$ cat src/hw/rtl/sad3_pkg.sv
`default_nettype none
// ----------------------------------------------------------------------------
// sad3_pkg
// Shared types and constants for the masked 3x3 SAD unit.
// ----------------------------------------------------------------------------
package sad3_pkg;

  localparam int MAX_WIDTH  = 4096;
  localparam int MAX_HEIGHT = 4096;
  localparam int WIN_N      = 9;

  localparam int COL_W = $clog2(MAX_WIDTH);
  localparam int ROW_W = $clog2(MAX_HEIGHT);
  localparam int CFG_W = 13;
  localparam int PIX_W = 8;
  localparam int SUM_W = 32;
  localparam int OFS_W = 4;
  localparam int CIDX_W = 2;

  // configuration register indexes
  localparam logic [CIDX_W-1:0] CFG_FRAME_WIDTH  = 2'd0;
  localparam logic [CIDX_W-1:0] CFG_FRAME_HEIGHT = 2'd1;
  localparam logic [CIDX_W-1:0] CFG_MASK_ENABLE  = 2'd2;
  localparam logic [CIDX_W-1:0] CFG_MASK_INDEX   = 2'd3;

  localparam logic [OFS_W-1:0] LAST_OFFSET = OFS_W'(WIN_N - 1);

  typedef struct packed {
    logic [PIX_W-1:0] current_pixel;
    logic [PIX_W-1:0] background_pixel;
    logic [PIX_W-1:0] mask_pixel;
  } sad3_in_t;

  typedef struct packed {
    logic [OFS_W-1:0] offset_number;
    logic [SUM_W-1:0] diff_sum;
    logic             last_of_run;
  } sad3_out_t;

  // one line store entry: current/mask of the last row, background of two rows
  typedef struct packed {
    logic [PIX_W-1:0] cur;
    logic [PIX_W-1:0] msk;
    logic [PIX_W-1:0] bg_odd;
    logic [PIX_W-1:0] bg_even;
  } sad3_line_t;

  typedef logic [WIN_N-1:0][SUM_W-1:0] sad3_sums_t;

  // control from the pixel pipeline to the accumulator bank
  typedef struct packed {
    logic fire;
    logic frame_end;
    logic win_ok;
    logic older;
  } sad3_acc_ctl_t;

endpackage : sad3_pkg
`default_nettype wire

$ cat src/hw/rtl/sad3_out_buf.sv
`default_nettype none
// ----------------------------------------------------------------------------
// sad3_out_buf
// Holds a frame's nine sums and shifts them out one per transaction.
// ----------------------------------------------------------------------------
module sad3_out_buf (
  input  logic                       clk,
  input  logic                       rst_n,
  input  logic                       load,
  input  sad3_pkg::sad3_sums_t       sums,
  output logic                       busy,
  output logic                       out_valid,
  input  logic                       out_ready,
  output sad3_pkg::sad3_out_t        out_data
);
  import sad3_pkg::*;

  sad3_sums_t       buf_r;
  logic [OFS_W-1:0] idx_r;
  logic             busy_r;
  logic             take;
  logic             last_take;

  assign take      = busy_r && out_ready;
  assign last_take = take && (idx_r == LAST_OFFSET);
  // the next frame may load in the cycle the last sum leaves
  assign busy      = busy_r && !last_take;
  assign out_valid = busy_r;

  assign out_data.offset_number = idx_r;
  assign out_data.diff_sum      = buf_r[0];
  assign out_data.last_of_run   = (idx_r == LAST_OFFSET);

  always_ff @(posedge clk) begin
    if (!rst_n) begin
      busy_r <= 1'b0;
      idx_r  <= '0;
    end else if (load) begin
      busy_r <= 1'b1;
      idx_r  <= '0;
    end else if (take) begin
      busy_r <= (idx_r != LAST_OFFSET);
      idx_r  <= idx_r + 1'b1;
    end
  end

  always_ff @(posedge clk) begin
    if (load) begin
      buf_r <= sums;
    end else if (take) begin
      for (int i = 0; i < WIN_N - 1; i++) begin
        buf_r[i] <= buf_r[i+1];
      end
    end
  end

endmodule : sad3_out_buf
`default_nettype wire

$ cat config.mk
export PLATFORM = sky130hd
export DESIGN_NAME = sad3_out_buf
export DESIGN_NICKNAME = d
export VERILOG_FILES = /design/src/hw/rtl/sad3_pkg.sv /design/src/hw/rtl/sad3_out_buf.sv
export SDC_FILE = /design/constraint.sdc
export NUM_CORES = 1
export LEC_CHECK = 0
export BUFFER_PORTS_ARGS = -buffer_cell sky130_fd_sc_hd__buf_2
export CORE_MARGIN = 8
export CORE_UTILIZATION = 49
export DETAILED_ROUTE_END_ITERATION = 10
export GPL_ROUTABILITY_DRIVEN = 0
export PLACE_DENSITY = 0.71
export SLEW_MARGIN = 25
export SYNTH_ARGS = -nofsm -noshare
export SYNTH_HDL_FRONTEND = slang
export SYNTH_SLANG_ARGS = --single-unit
$ cat constraint.sdc
create_clock -name clk -period 9.5 [get_ports clk]
set_clock_uncertainty 0.2 [all_clocks]
set_input_delay 1.425 -clock clk [delete_from_list [all_inputs] [get_ports clk]]
set_output_delay 1.425 -clock clk [all_outputs]
set_load 0.1 [all_outputs]
==> results.cfg, run 1 <==
[layout]
layout-drive-gt1-share_pct = 65.6
multi_input_area_sq_mm = 0.00377
fin_nets = 1234
final_common_cell = buf_2
nFillCells = 1980
design_area_sq_mm = 0.0156
instances_no_fill = 1300
fin_util_pct = 59.7
ff_latch_area_sq_mm = 0.00875
layout_common_cells = 329 x buf_2, 288 x edfxtp_1, 200 x mux2_4
area_growth_pct = 19.4

[worst_setup_path]
critPathTopFamily = buffers and inverters
r2r_start = out_valid$_SDFFE_PN0P_
path_buf_inv = 3
cpPeakStageDelay_ns = 0.87
r2r-end = buf_r[82]$_DFFE_PP_
path_common_cell = buf_4
end_kind = flop
crit_fanout = 70
cp.arrival_ns = 4.08
required_ns = 9.59
worstSetupStartpointType = input pin
reg2reg_depth = 3
regToRegSetupSlack_ns = 6.74
crit_type = input pin to flop
cp_cell_sequence = buf_8 -> buf_4 -> buf_4 -> mux2_4
crit_path_top_delay_cell = buf_4

[grt]
grt_pass1_wl_mm = 35.5
grt_max_degree = 124
grt_overflow = 0
grt_pass1_vias = 6749
track_usage_pct = 14.2
antenna_found_initial = 12

[power]
powerDensity_mw_per_mm2 = 199
p_leak_uw = 0.00659
peakVddDrop_mv = 0.142

[yosys]
ys_ff_latch = 293
synthTopCellsByArea = edfxtp_1 66%, mux2_4 23%, mux2_2 4.8%
synth_top_family_by_area = multiplexers
synth_compound_area_share_pct = 0.230
synth_top_area_share_pct = 66.2
synth_nets = 926
synthesis.area_sq_mm = 0.0131
synthCells = 632
synth_simple_gate_area_share_pct = 0.441
syn_area_per_cell_sq_um = 20.7
ys_seq_area_share_pct = 67.0
synth_fa_ha_area_share_pct = 0.192
synth_warnings = 0
synth_cell_types = 21
synth-xor-area-share_pct = 0.134
yosys.area.top_type = edfxtp_1
synth_mux_area_share_pct = 27.8

[cts]
cts_root_buf = clkbuf_16
worstSkewPairLatency_ns = 0.55
cts-resized-gates = 0
clk_pin_slew_worst_paths_ns = 0.06
cts_inserted_buffers = 31
clock-sinks = 293
cts_tree = built
hold_buffers = 0
cts_buffer_depth = 3
cts_setup_buffers = 0
htreeDepth = 1

[sta]
tightest_slew_ns = 1.04
hold_ws_ns = 0.318
tns_ns = 0
rsz0062_at_grt = no
finalCritPeriodShare_pct = 42.0
slew_violations = 0
fmax_ghz = 0.251
hold_violations = 0
final-setup-viol-count = 0
fin_crit_ns = 3.99
slew_headroom_pct = 31.0

[die]
die_h_um = 179
num_rows = 59
core_area_sq_mm = 0.0261
start_util_pct = 50.0
dieWidth_um = 179
io_pins = 331
dieArea_sq_mm = 0.0321

[hold_path]
holdPathStages = 2
worstHoldPathType = flop to flop
worstHoldStart = out_valid$_SDFFE_PN0P_
min_to = idx_r[1]$_SDFFE_PP0P_

[place]
portBuffers = 330
dp_cells = 1242
place_hpwl_mm = 17.4
placed_area_sq_mm = 0.0147

[drt]
num_vias = 6253
ant_nets = 0
wl_per_cell_um = 18.7
first_pass_iters = 4
avgViaCountPerCell = 4.81
postRouteWirelength_mm = 24.3
drt-initial-drc-count = 382
drcViolationCount = 0

[run]
max-cap-violations = 0

[status]
outcome = completed
==> state kept, by name, indices dropped and copies added, names as in the netlist <==
| name | count |
|---|---|
| buf_r | 256 |
| idx_r | 4 |
| out_data | 32 |
| out_valid | 1 |
==> worst reg2reg max path: cells and delay by family (launching register included) <==
kind          cells  cell delay (ns)
flops             1             0.38
buf+inv           1             0.86
simple gates      2             0.88
==> synthesized netlist by cell type <==
cell type and n:
inv_1 2, dfxtp_1 5, nand2b_1 2, o21ai_0 1
and3b_1 1, edfxtp_1 288, buf_4 32, buf_2 4
nor2_1 2, buf_6 25, or3_1 1, mux2_4 200
a21boi_0 1, a21oi_1 2, nand3_1 3, ha_1 2
xor2_1 1, nand2_1 2, mux2_2 56, o21a_1 1
xnor2_1 1
==> through the flow <==
stage	worst slack [ns]	power [uW]
global placement	4.97	2020
global route	5.34	3210
CTS	5.52	3140
floorplan	0.716	1960
detailed placement	4.94	2030
finish	5.51	3100
==> cell families after synthesis <==
| logic type | after synthesis |
|---|---|
| compound gates | 5 |
| buf+inv | 63 |
| flops | 293 |
| mux | 256 |
| simple gates | 11 |
| xor+xnor | 2 |
| fa+ha+maj | 2 |
==> metal layers <==
metal  up-vias  wire length [um]  global-route usage [%]
met1      2874              9530                    16.5
met2       257             11200                    23.5
met4        14               813                    4.79
li1       3047                 -                       -
met5         -                81                       0
met3        61              2640                    5.92
==> report_power, final <==
part           switching [uW]  internal [uW]  leakage [uW]
clock                     458            646      0.000436
sequential               30.8           1570       0.00289
combinational             206            194       0.00326
==> worst max-delay path by stage <==
stage | from | end | slack [ns] | depth (start not counted)
after CTS | load | buf_r[60]$_DFFE_PP_ | 5.52 | 4
after detailed placement | load | buf_r[60]$_DFFE_PP_ | 4.94 | 4
final | load | buf_r[149]$_DFFE_PP_ | 5.51 | 4
after global placement | load | buf_r[60]$_DFFE_PP_ | 4.97 | 4
after global routing | load | buf_r[122]$_DFFE_PP_ | 5.34 | 4
after floorplan | load | buf_r[100]$_DFFE_PP_ | 0.72 | 4
==> cell type report <==
cell class | instances | share of cell area (%)
flip-flops and latches | 293 | 56.1
multi-input cells | 276 | 24.2
repair buffers | 336 | 11.0
clock buffers | 41 | 5.21
well taps | 335 | 2.69
clock inverters | 11 | 0.658
diodes | 6 | 0.0963
inverters | 2 | 0.0481
Note: power is estimated with default switching activity, not from simulation.
==> run 2, diff against run 1 <==
==> constraint.sdc (replaced) <==
create_clock -name clk -period 4 [get_ports clk]
set_clock_uncertainty 0.2 [all_clocks]
set_input_delay 0.6 -clock clk [delete_from_list [all_inputs] [get_ports clk]]
set_output_delay 0.6 -clock clk [all_outputs]
set_load 0.1 [all_outputs]
==> run 2 against run 1 <==
Clock-buffer cell count decreased by 1. Die area unchanged. First-iteration DRC count decreased by 40%. Largest power group unchanged. Highest routed layer unchanged. Critical path type is now flop to output pin.
==> results.cfg, run 2 (same netlist as run 1, synthesis figures left out) <==
[worst_setup_path]
required_ns = 3.20
r2r-end = buf_r[172]$_DFFE_PP_
cp_cell_sequence = inv_1 -> ha_1 -> and3b_1 -> a21boi_2 -> buf_2
reg2reg_depth = 3
cp.arrival_ns = 2.03
end_kind = output pin
critPathTopFamily = buffers and inverters
path_buf_inv = 2
crit_fanout = 4
cpPeakStageDelay_ns = 0.46
crit_type = flop to output pin
r2r_start = out_valid$_SDFFE_PN0P_
crit_path_top_delay_cell = buf_2
worstSetupStartpointType = flop
regToRegSetupSlack_ns = 1.94

[grt]
grt_pass1_wl_mm = 35.7
antenna_found_initial = 18
grt_overflow = 0
track_usage_pct = 14.3
grt_max_degree = 92
grt_pass1_vias = 6872

[cts]
clock-sinks = 293
worstSkewPairLatency_ns = 0.54
cts_root_buf = clkbuf_16
htreeDepth = 1
cts_buffer_depth = 3
cts_tree = built
cts_inserted_buffers = 30
clk_pin_slew_worst_paths_ns = 0.06
cts-resized-gates = 0

[layout]
layout-drive-gt1-share_pct = 66.3
largest_reg_flops = 256
area_growth_pct = 20.3
ff_latch_area_sq_mm = 0.00875
nFillCells = 1972
multi_input_area_sq_mm = 0.00377
final_common_cell = buf_2
largest_register = buf_r
layout_common_cells = 329 x buf_2, 288 x edfxtp_1, 200 x mux2_4
fin_nets = 1242

[sta]
tns_ns = 0
final-setup-viol-count = 0
finalCritPeriodShare_pct = 70.8
hold_ws_ns = 0.0301
slew_headroom_pct = 48.6
slew_violations = 0
tightest_slew_ns = 0.770
rsz0062_at_grt = no
fin_crit_ns = 2.83
hold_violations = 0
fmax_ghz = 0.353

[die]
die_h_um = 179
dieWidth_um = 179
num_rows = 59
start_util_pct = 50.0
io_pins = 331
dieArea_sq_mm = 0.0321
core_area_sq_mm = 0.0261

[drt]
drcViolationCount = 0
first_pass_iters = 4
avgViaCountPerCell = 4.82
wl_per_cell_um = 18.5
postRouteWirelength_mm = 24.3
num_vias = 6328
drt-initial-drc-count = 228
ant_nets = 0

[power]
powerDensity_mw_per_mm2 = 470
p_leak_uw = 0.00667
peakVddDrop_mv = 0.360

[hold_path]
holdPathStages = 1
worstHoldStart = sums[281]
worstHoldPathType = input pin to flop
min_to = buf_r[281]$_DFFE_PP_

[run]
max-cap-violations = 0

[status]
outcome = completed

[place]
portBuffers = 330
[run 2: worst reg2reg max path, stage by stage, from the launching register on]
cell,delay [ns]
dfxtp_1,0.39
nand2_1,0.19
nand2b_4,0.53
buf_4,0.42
[run 2: final cells by class]
| class | instances | area share [%] |
|---|---|---|
| Timing Repair Buffer | 345 | 11.5 |
| Clock inverter | 15 | 0.804 |
| Tap cell | 335 | 2.67 |
| Clock buffer | 40 | 5.15 |
| Sequential cell | 293 | 55.7 |
| Multi-Input combinational cell | 276 | 24.0 |
| Inverter | 2 | 0.0478 |
| Antenna cell | 7 | 0.111 |
[run 2: through the flow]
stage	instance area (sq um)	std cells	total power, uW	util [%]	worst slack (ns)
finish	15700	1313	7380	60.1	1.17
global route	15700	1311	7640	60.1	1.08
CTS	15700	1306	7480	60.1	1.13
detailed placement	14800	1250	4840	56.5	1.32
global placement	14800	1250	4800	56.5	1.36
floorplan	13100	632	4620	-	0.185
[run 2: where the power goes]
| group | switching (uW) | total [uW] | internal, uW |
|---|---|---|---|
| combinational | 491 | 960 | 469 |
| sequential | 73.6 | 3790 | 3720 |
| clock | 1080 | 2630 | 1540 |
[run 2: layer usage]
metal	wire length [um]	share of wire, %	track usage [%]	up-vias
li1	-	-	-	3071
met1	9720	40	16.6	2916
met4	575	2.4	4.76	24
met5	133	0.55	0	-
met2	11500	47	23.9	255
met3	2330	9.6	5.48	62
[run 2: worst max-delay path by stage]
stage / startpoint / end / cells after the start
final: idx_r[0]$_SDFFE_PP0P_ / busy / 5
after global routing: idx_r[0]$_SDFFE_PP0P_ / busy / 5
after CTS: idx_r[0]$_SDFFE_PP0P_ / busy / 5
after detailed placement: load / buf_r[168]$_DFFE_PP_ / 3
after global placement: load / buf_r[169]$_DFFE_PP_ / 3
after floorplan: out_valid$_SDFFE_PN0P_ / buf_r[100]$_DFFE_PP_ / 2
[run 2: timing repair]
action                                 CTS  global route
hold buffers                             1             0
endpoints found under the hold margin    1             0
buffers inserted                         0             0
