### src/hw/rtl/sad3_pkg.sv
`default_nettype none
// ----------------------------------------------------------------------------
// sad3_pkg
// Shared types and constants for the masked 3x3 SAD unit.
// ----------------------------------------------------------------------------
package sad3_pkg;

  localparam int MAX_WIDTH  = 4096;
  localparam int MAX_HEIGHT = 4096;
  localparam int WIN_N      = 9;

  localparam int COL_W = $clog2(MAX_WIDTH);
  localparam int ROW_W = $clog2(MAX_HEIGHT);
  localparam int CFG_W = 13;
  localparam int PIX_W = 8;
  localparam int SUM_W = 32;
  localparam int OFS_W = 4;
  localparam int CIDX_W = 2;

  // configuration register indexes
  localparam logic [CIDX_W-1:0] CFG_FRAME_WIDTH  = 2'd0;
  localparam logic [CIDX_W-1:0] CFG_FRAME_HEIGHT = 2'd1;
  localparam logic [CIDX_W-1:0] CFG_MASK_ENABLE  = 2'd2;
  localparam logic [CIDX_W-1:0] CFG_MASK_INDEX   = 2'd3;

  localparam logic [OFS_W-1:0] LAST_OFFSET = OFS_W'(WIN_N - 1);

  typedef struct packed {
    logic [PIX_W-1:0] current_pixel;
    logic [PIX_W-1:0] background_pixel;
    logic [PIX_W-1:0] mask_pixel;
  } sad3_in_t;

  typedef struct packed {
    logic [OFS_W-1:0] offset_number;
    logic [SUM_W-1:0] diff_sum;
    logic             last_of_run;
  } sad3_out_t;

  // one line store entry: current/mask of the last row, background of two rows
  typedef struct packed {
    logic [PIX_W-1:0] cur;
    logic [PIX_W-1:0] msk;
    logic [PIX_W-1:0] bg_odd;
    logic [PIX_W-1:0] bg_even;
  } sad3_line_t;

  typedef logic [WIN_N-1:0][SUM_W-1:0] sad3_sums_t;

  // control from the pixel pipeline to the accumulator bank
  typedef struct packed {
    logic fire;
    logic frame_end;
    logic win_ok;
    logic older;
  } sad3_acc_ctl_t;

endpackage : sad3_pkg
`default_nettype wire

### src/hw/rtl/sad3_accum.sv
`default_nettype none
// ----------------------------------------------------------------------------
// sad3_accum
// Background window, center delay and the nine SAD accumulators.
// ----------------------------------------------------------------------------
module sad3_accum (
  input  logic                        clk,
  input  logic                        rst_n,
  input  sad3_pkg::sad3_acc_ctl_t     ctl,
  input  sad3_pkg::sad3_line_t        rd_entry,
  input  logic [sad3_pkg::PIX_W-1:0]  bg_in,
  input  logic                        mask_enable,
  input  logic [sad3_pkg::PIX_W-1:0]  mask_index,
  output sad3_pkg::sad3_sums_t        sums_nxt
);
  import sad3_pkg::*;

  logic [2:0][1:0][PIX_W-1:0] win_r;
  logic [2*PIX_W-1:0]         center_r;
  sad3_sums_t                 acc_r;
  logic [2:0][PIX_W-1:0]      column;
  logic                       count_en;
  logic [PIX_W-1:0]           cval;

  // rows r-2, r-1 and r of the newest column
  assign column[0] = ctl.older ? rd_entry.bg_odd  : rd_entry.bg_even;
  assign column[1] = ctl.older ? rd_entry.bg_even : rd_entry.bg_odd;
  assign column[2] = bg_in;

  assign cval     = center_r[2*PIX_W-1:PIX_W];
  assign count_en = ctl.win_ok && (!mask_enable || (center_r[PIX_W-1:0] == mask_index));

  for (genvar k = 0; k < WIN_N; k++) begin : g_tap
    logic [PIX_W-1:0] b;
    logic [PIX_W-1:0] d;
    if ((k % 3) == 2) begin : g_new
      assign b = column[k / 3];
    end else begin : g_old
      assign b = win_r[k / 3][k % 3];
    end
    assign d = (cval > b) ? (cval - b) : (b - cval);
    assign sums_nxt[k] = acc_r[k] + (count_en ? {{(SUM_W-PIX_W){1'b0}}, d} : '0);
  end

  always_ff @(posedge clk) begin
    if (!rst_n) begin
      win_r    <= '0;
      center_r <= '0;
      acc_r    <= '0;
    end else if (ctl.fire) begin
      for (int i = 0; i < 3; i++) begin
        win_r[i][0] <= win_r[i][1];
        win_r[i][1] <= column[i];
      end
      center_r <= {rd_entry.cur, rd_entry.msk};
      acc_r    <= ctl.frame_end ? '0 : sums_nxt;
    end
  end

endmodule : sad3_accum
`default_nettype wire

### config.mk
export PLATFORM = sky130hd
export DESIGN_NAME = sad3_accum
export DESIGN_NICKNAME = d
export VERILOG_FILES = /design/src/hw/rtl/sad3_pkg.sv /design/src/hw/rtl/sad3_accum.sv
export SDC_FILE = /design/constraint.sdc
export NUM_CORES = 1
export LEC_CHECK = 0
export CORE_MARGIN = 4
export CORE_UTILIZATION = 45
export CTS_CLUSTER_DIAMETER = 80
export DETAILED_ROUTE_END_ITERATION = 16
export DONT_BUFFER_PORTS = 1
export GPL_TIMING_DRIVEN = 0
export PLACE_DENSITY = 0.66
export SLEW_MARGIN = 20
export SYNTH_ARGS = -nofsm -noshare
export SYNTH_HDL_FRONTEND = slang
export SYNTH_SLANG_ARGS = --single-unit
### constraint.sdc
create_clock -name clk -period 7.25 [get_ports clk]
set_input_delay 0.3625 -clock clk [delete_from_list [all_inputs] [get_ports clk]]
set_output_delay 0.3625 -clock clk [all_outputs]
set_load 0.05 [all_outputs]
==> flow_summary.ini, run 1 <==
[cells_and_area]
nNetsFinal = 3838
num-fill-cells = 5795
multi_input_area_um2 = 20700
area_delta_synth_final_pct = 16.4
final_common_cell = dfxtp_1
ff_latch_area_um2 = 7050
drive_gt1_share_pct = 11.5
fin_cells = 4363
final_cell_mix = 346 x dfxtp_1, 312 x nor2_1, 208 x a21oi_1

[yosys]
yosysTopAreaCell = dfxtp_1
synth_edf_count = 0
synth_seq_cells = 352
synth_top_area_share_pct = 25.6
synth_nets = 3744
yosysWarnings = 0
synth_cell_types = 91
synthCells = 3455
avgSynthCellArea_um2 = 7.97
yosysSeqAreaShare_pct = 25.6
synth_flop_cell = dfxtp_1
async_reset_ff_share_pct = 0
synth_area_um2 = 27500
synth_area_leaders = dfxtp_1 26%, ha_1 9.4%, xnor2_1 7.0%, mux2i_1 4.3%, nor2_1 4.3%

[worst_setup_path]
crit_fanout = 11
endpoint_kind = output pin
critical_path_class = register to output pin
required_ns = 6.89
rr_endpoint = acc_r[178]$_SDFFE_PN0P_
reg2regPathDepth = 18
arrival_ns = 6.65
r2r_setup_slack_ns = 1.11
startpoint_type = register
r2r-start = center_r[14]$_SDFFE_PN0P_

[cts]
clockBufferDepth = 3
clock_latency_ns = 0.61
cts.reportedPaths.clkPinSlew_ns = 0.06
cts_made_buffers = 43
cts-root-buf = clkbuf_16
htreeDepth = 2
cts_sinks = 352
cts_tree = done

[power_and_ir_drop]
combPwrFrac_pct = 26.8
clkPwrFrac_pct = 38.0
p_leak_nw = 13.7
power_frac_seq_pct = 35.2
power_w = 0.00573
ir_drop_mv = 0.128
p_sw_w = 0.00205
switching_share_pct = 35.8
powerDensity_nw_per_um2 = 179
p_int_w = 0.00368

[route]
wl_um = 110000
drtIter0Drc = 3003
wire_per_inst_um = 25.3
dr.pass1.iters = 6
drc = 0
drtAntennaViolNets = 0
vias_per_cell = 6.22
vias = 27151

[timing]
period_needed_ns = 7.01
finalHoldViolations = 0
hold_slack_ns = 0.0576
period_share_pct = 96.8
drv_slew = 0
slew_headroom_pct = 17.2
max_freq_mhz = 143
finalWorstSetupSlack_ns = 0.235
worst_pin_slew_ns = 1.24
finClkSkew_ns = 0.0277
setup_viol = 0
tns_ns = 0

[global_routing]
grt_antenna_before_repair = 2
grt_util_met3_pct = 8.85
grt_pass1_vias = 24742
grt.busiest_layer = met2
met2_usage_pct = 50.7
track_usage_pct = 32.0
grt_max_degree = 19
grt.overflow.total = 0
grt_pass1_wl_um = 161000
grt_util_met1_pct = 40.7

[floorplanning]
rows = 90
dieArea_um2 = 65200
die_y_um = 255
coreArea_um2 = 60500
die_w_um = 255
ios = 343
start_util_pct = 45.5

[placement]
pre_cts_ws_ns = -0.000493
finalWeightedCongestion = 0.995
place_hpwl_um = 82500
portBuffers = 0
dp.cells = 4254

[hold_path]
hold_depth = 3
min_path_type = input pin to register
hold_start = ctl[2]
hold_end = acc_r[274]$_SDFFE_PN0P_

[run_status]
status = finished clean

[job]
cap_violations = 0
==> layer usage <==
layer,vias up,wire length [um],share of wire (%)
li1,12625,-,-
met1,12898,43100,39
met2,1356,49000,44
met3,272,12800,12
met4,0,5570,5.0
met5,-,0,0
==> Yosys cell counts, drive strengths merged (5+ instances only) <==
master,n
a2111oi,7
a211o,14
a211oi,26
a21boi,5
a21o,59
a21oi,208
a22o,47
a22oi,44
a31o,9
a31oi,113
a32o,14
a41oi,19
and2,34
and3,74
and4,22
buf,56
clkbuf,169
dfxtp,352
fa,27
ha,207
inv,152
mux2,10
mux2i,118
nand2,208
nand2b,17
nand3,144
nand4,70
nor2,315
nor2b,37
nor3,69
nor3b,9
nor4,14
o211ai,9
o21a,54
o21ai,198
o21bai,31
o311ai,5
o31a,15
o31ai,42
o41ai,6
or2,12
or3,44
or4,11
xnor2,220
xor2,101
==> worst max-delay path, stage by stage (launching register included) <==
cell and delay, ns:
dfxtp_2 0.67, clkinvlp_4 0.21, buf_4 0.22, ha_1 0.21, inv_1 0.07, fa_1 0.18, a21o_1 0.15, o21ai_0 0.15
a31oi_1 0.29, buf_2 0.32, mux2_2 0.36, a21oi_1 0.18, xor2_1 0.29, nor2_1 0.13, ha_1 0.39, o21a_1 0.16
o21a_1 0.14, o32ai_1 0.18, nor2_1 0.35, clkbuf_1 0.42, nand4_1 0.28, xnor2_2 0.68
==> final cells by class <==
class | count | area share (%)
Timing Repair Buffer | 49 | 1.39
Buffer | 225 | 2.85
Inverter | 153 | 1.83
Clock buffer | 62 | 3.86
Multi-Input combinational cell | 2725 | 64.6
Tap cell | 782 | 3.05
Clock inverter | 13 | 0.363
Sequential cell | 352 | 22.0
Antenna cell | 2 | 0.0156
==> flip-flops by register name, summed over array words and instances (netlist names) <==
signal and count:
g_tap.b 48, acc_r 288, center_r 16
==> worst max path at each step <==
stage                              start       endpoint  slack, ns  cells past startpoint
6_report        center_r[8]$_SDFFE_PN0P_  sums_nxt[287]       0.24                     21
5_1_grt         center_r[8]$_SDFFE_PN0P_  sums_nxt[282]      -0.01                     21
4_1_cts         center_r[8]$_SDFFE_PN0P_  sums_nxt[283]       0.04                     20
3_5_place_dp   center_r[10]$_SDFFE_PN0P_  sums_nxt[219]    -0.0005                     18
3_3_place_gp    center_r[9]$_SDFFE_PN0P_   sums_nxt[25]      -0.89                     17
2_1_floorplan   center_r[9]$_SDFFE_PN0P_   sums_nxt[25]       1.30                     17
==> cell families (layout without fill, tap and decap cells) <==
group / Yosys count / count (layout) / synth area share (%)
simple gates: 1089 / 1089 / 19.9
compound gates: 953 / 953 / 22.8
buf+inv: 378 / 502 / 5.40
flops: 352 / 352 / 25.6
xor+xnor: 321 / 321 / 10.2
fa+ha+maj: 234 / 234 / 11.4
mux: 128 / 128 / 4.70
other cells: 0 / 2 / 0
==> metrics by stage <==
step | utilization, % | area, um^2
4_1_cts | 52.4 | 31700
6_report | 53.0 | 32000
3_3_place_gp | 47.1 | 28500
2_1_floorplan | - | 27500
3_5_place_dp | 49.4 | 29800
5_1_grt | 53.0 | 32000
==> repair_timing <==
action	CTS	global route
endpoints found under the hold margin	25	0
endpoints found under the setup margin	105	90
pin swaps	0	1
hold buffers	25	0
buffers inserted	0	7
resized for setup	38	31
==> power by group through the flow <==
stage               Clock [W]  Combinational (W)  Sequential [W]
CTS                   0.00218            0.00151         0.00201
finish                0.00218            0.00154         0.00202
detailed placement          0            0.00149         0.00206
global route          0.00225            0.00164         0.00202
global placement            0            0.00142         0.00206
floorplan                   0            0.00106         0.00204
Power figures use the tool's default switching activity.
==> run 2: changes to the inputs <==
clock period = 7.85 ns   (was 7.25 ns; I/O delays follow)
==> run 2 against run 1 <==
Net effect: power down 7.7%; sequential power down 8%; design area decreased by 1.2%; first-iteration DRC count rose by 0.97%; clock-buffer cell count unchanged; sequential cell count unchanged; largest power group unchanged; highest routed layer is now met5.
==> flow_summary.ini, run 2 (synthesis gave the netlist of run 1 again) <==
[power_and_ir_drop]
ir_drop_mv = 0.118
powerDensity_nw_per_um2 = 167
p_leak_nw = 13.5

[floorplanning]
die_y_um = 255
rows = 90
dieArea_um2 = 65200
die_w_um = 255
coreArea_um2 = 60500
start_util_pct = 45.5
ios = 343

[route]
drtIter0Drc = 3032
vias = 27178
vias_per_cell = 6.24
drtAntennaViolNets = 0
wl_um = 110000
drc = 0
dr.pass1.iters = 8
wire_per_inst_um = 25.3

[worst_setup_path]
r2r-start = center_r[8]$_SDFFE_PN0P_
critical_path_class = register to output pin
crit_fanout = 11
crit_start = center_r[8]$_SDFFE_PN0P_
required_ns = 7.46
max_stage_delay_ns = 0.86
r2r_setup_slack_ns = 1.46
endpoint_kind = output pin
startpoint_type = register
rr_endpoint = acc_r[206]$_SDFFE_PN0P_
critPathSlowestCell = xor2_1
arrival_ns = 7.05
reg2regPathDepth = 20
crit_chain = inv_1, ha_1, inv_1, fa_1, a211oi_1, nor2_1, a31oi_1, a211o_1, buf_2, mux2_2, a31oi_1, mux2i_1, ha_1, and3_1, nand3_1, o21ai_0, clkbuf_1, clkbuf_1, xor2_1

[cells_and_area]
ff_latch_area_um2 = 7050
fin_cells = 4354
area_delta_synth_final_pct = 15.0
final_cell_mix = 346 x dfxtp_1, 312 x nor2_1, 208 x a21oi_1
nNetsFinal = 3830
final_common_cell = dfxtp_1
drive_gt1_share_pct = 10.5
regMostFlops = acc_r
num-fill-cells = 5843
finish.utilization_pct = 52.3
multi_input_area_um2 = 20400
largest_register_ff_count = 288

[timing]
drv_slew = 0
period_share_pct = 94.8
finalHoldViolations = 0
rsz0062_at_grt = false
finClkSkew_ns = 0.0287
setup_viol = 0
slew_headroom_pct = 17.4
hold_slack_ns = 0.0184
worst_pin_slew_ns = 1.24
period_needed_ns = 7.44
max_freq_mhz = 134
finalWorstSetupSlack_ns = 0.411

[job]
cap_violations = 0

[cts]
clock_latency_ns = 0.61
cts.reportedPaths.clkPinSlew_ns = 0.06
cts-root-buf = clkbuf_16
cts_sinks = 352
cts_made_buffers = 43
post_cts_buffers = 0
htreeDepth = 2
cts_tree = done
clockBufferDepth = 3

[global_routing]
track_usage_pct = 32.0
grt_max_degree = 19
grt_antenna_before_repair = 3
grt.overflow.total = 0
grt_pass1_vias = 24665
grt_pass1_wl_um = 161000

[placement]
dp.cells = 4254
place_hpwl_um = 82500
portBuffers = 0
pre_cts_ws_ns = 0.570
finalWeightedCongestion = 0.995

[hold_path]
hold_start = ctl[2]
min_path_type = input pin to register
hold_end = acc_r[274]$_SDFFE_PN0P_
hold_depth = 2

[run_status]
status = finished clean
==> run 2: cell types whose count changed in the layout (fill, tap and decap cells not counted), moves of 6 or more <==
cell	change
buf_4	-7
xnor2_1	+16
xnor2_2	-10
xnor2_4	-6
xor2_1	+10
xor2_2	-7
==> run 2: area by class of cell <==
class                           instances  area share [%]
Buffer                                225            2.88
Timing Repair Buffer                   41            1.21
Tap cell                              782            3.09
Sequential cell                       352            22.3
Clock buffer                           62            3.91
Clock inverter                         13           0.368
Multi-Input combinational cell       2725            64.4
Inverter                              153            1.81
Antenna cell                            1         0.00791
==> run 2: per-layer routing <==
layer  wire length (um)  vias to the layer above  track usage [%]  part of all wire [%]
met5                 21                        -                0                 0.019
met4               5810                        4             14.4                   5.3
met3              12600                      302             8.82                    11
met2              48500                     1359             50.7                    44
met1              43200                    12916             40.7                    39
li1                   -                    12597                -                     -
==> run 2: timing repair <==
| action | in CTS | in global routing |
|---|---|---|
| hold buffers | 24 | 0 |
| endpoints found under the hold margin | 24 | 0 |
| endpoints found under the setup margin | 5 | 52 |
| resized for setup | 5 | 16 |
==> run 2: worst max-delay path by stage <==
stage	cells past startpoint	slack (ns)	endpoint
detailed placement	18	0.57	sums_nxt[219]
CTS	19	0.002	sums_nxt[92]
global placement	17	-0.32	sums_nxt[25]
finish	19	0.41	sums_nxt[9]
global route	19	0.06	sums_nxt[25]
floorplan	17	1.87	sums_nxt[25]
==> run 2: report_power, final <==
part / leakage (nW) / internal [W] / total, W / switching, W
sequential: 2.85 / 0.00182 / 0.00186 / 0.0000432
clock: 0.674 / 0.00113 / 0.00201 / 0.000883
combinational: 9.99 / 0.000452 / 0.00142 / 0.000964
==> run 2: per-stage QoR <==
step	instance area (um^2)	total power, W	TNS, ns
2_1_floorplan	27500	0.00286	0
3_3_place_gp	28500	0.00321	-1.30
3_5_place_dp	29800	0.00328	0
4_1_cts	31500	0.00527	0
5_1_grt	31600	0.00545	0
6_report	31600	0.00529	0
==> run 2: worst max-delay path: cells and delay by family, from the launching register on <==
family	cells	cell delay (ns)
buffers and inverters	5	1.85
AO/OA/AOI/OAI	5	1.16
adder cells (fa/ha/maj)	3	0.98
XOR/XNOR	1	0.86
multiplexers	2	0.73
flip-flops	1	0.47
AND/OR/NAND/NOR	3	0.40
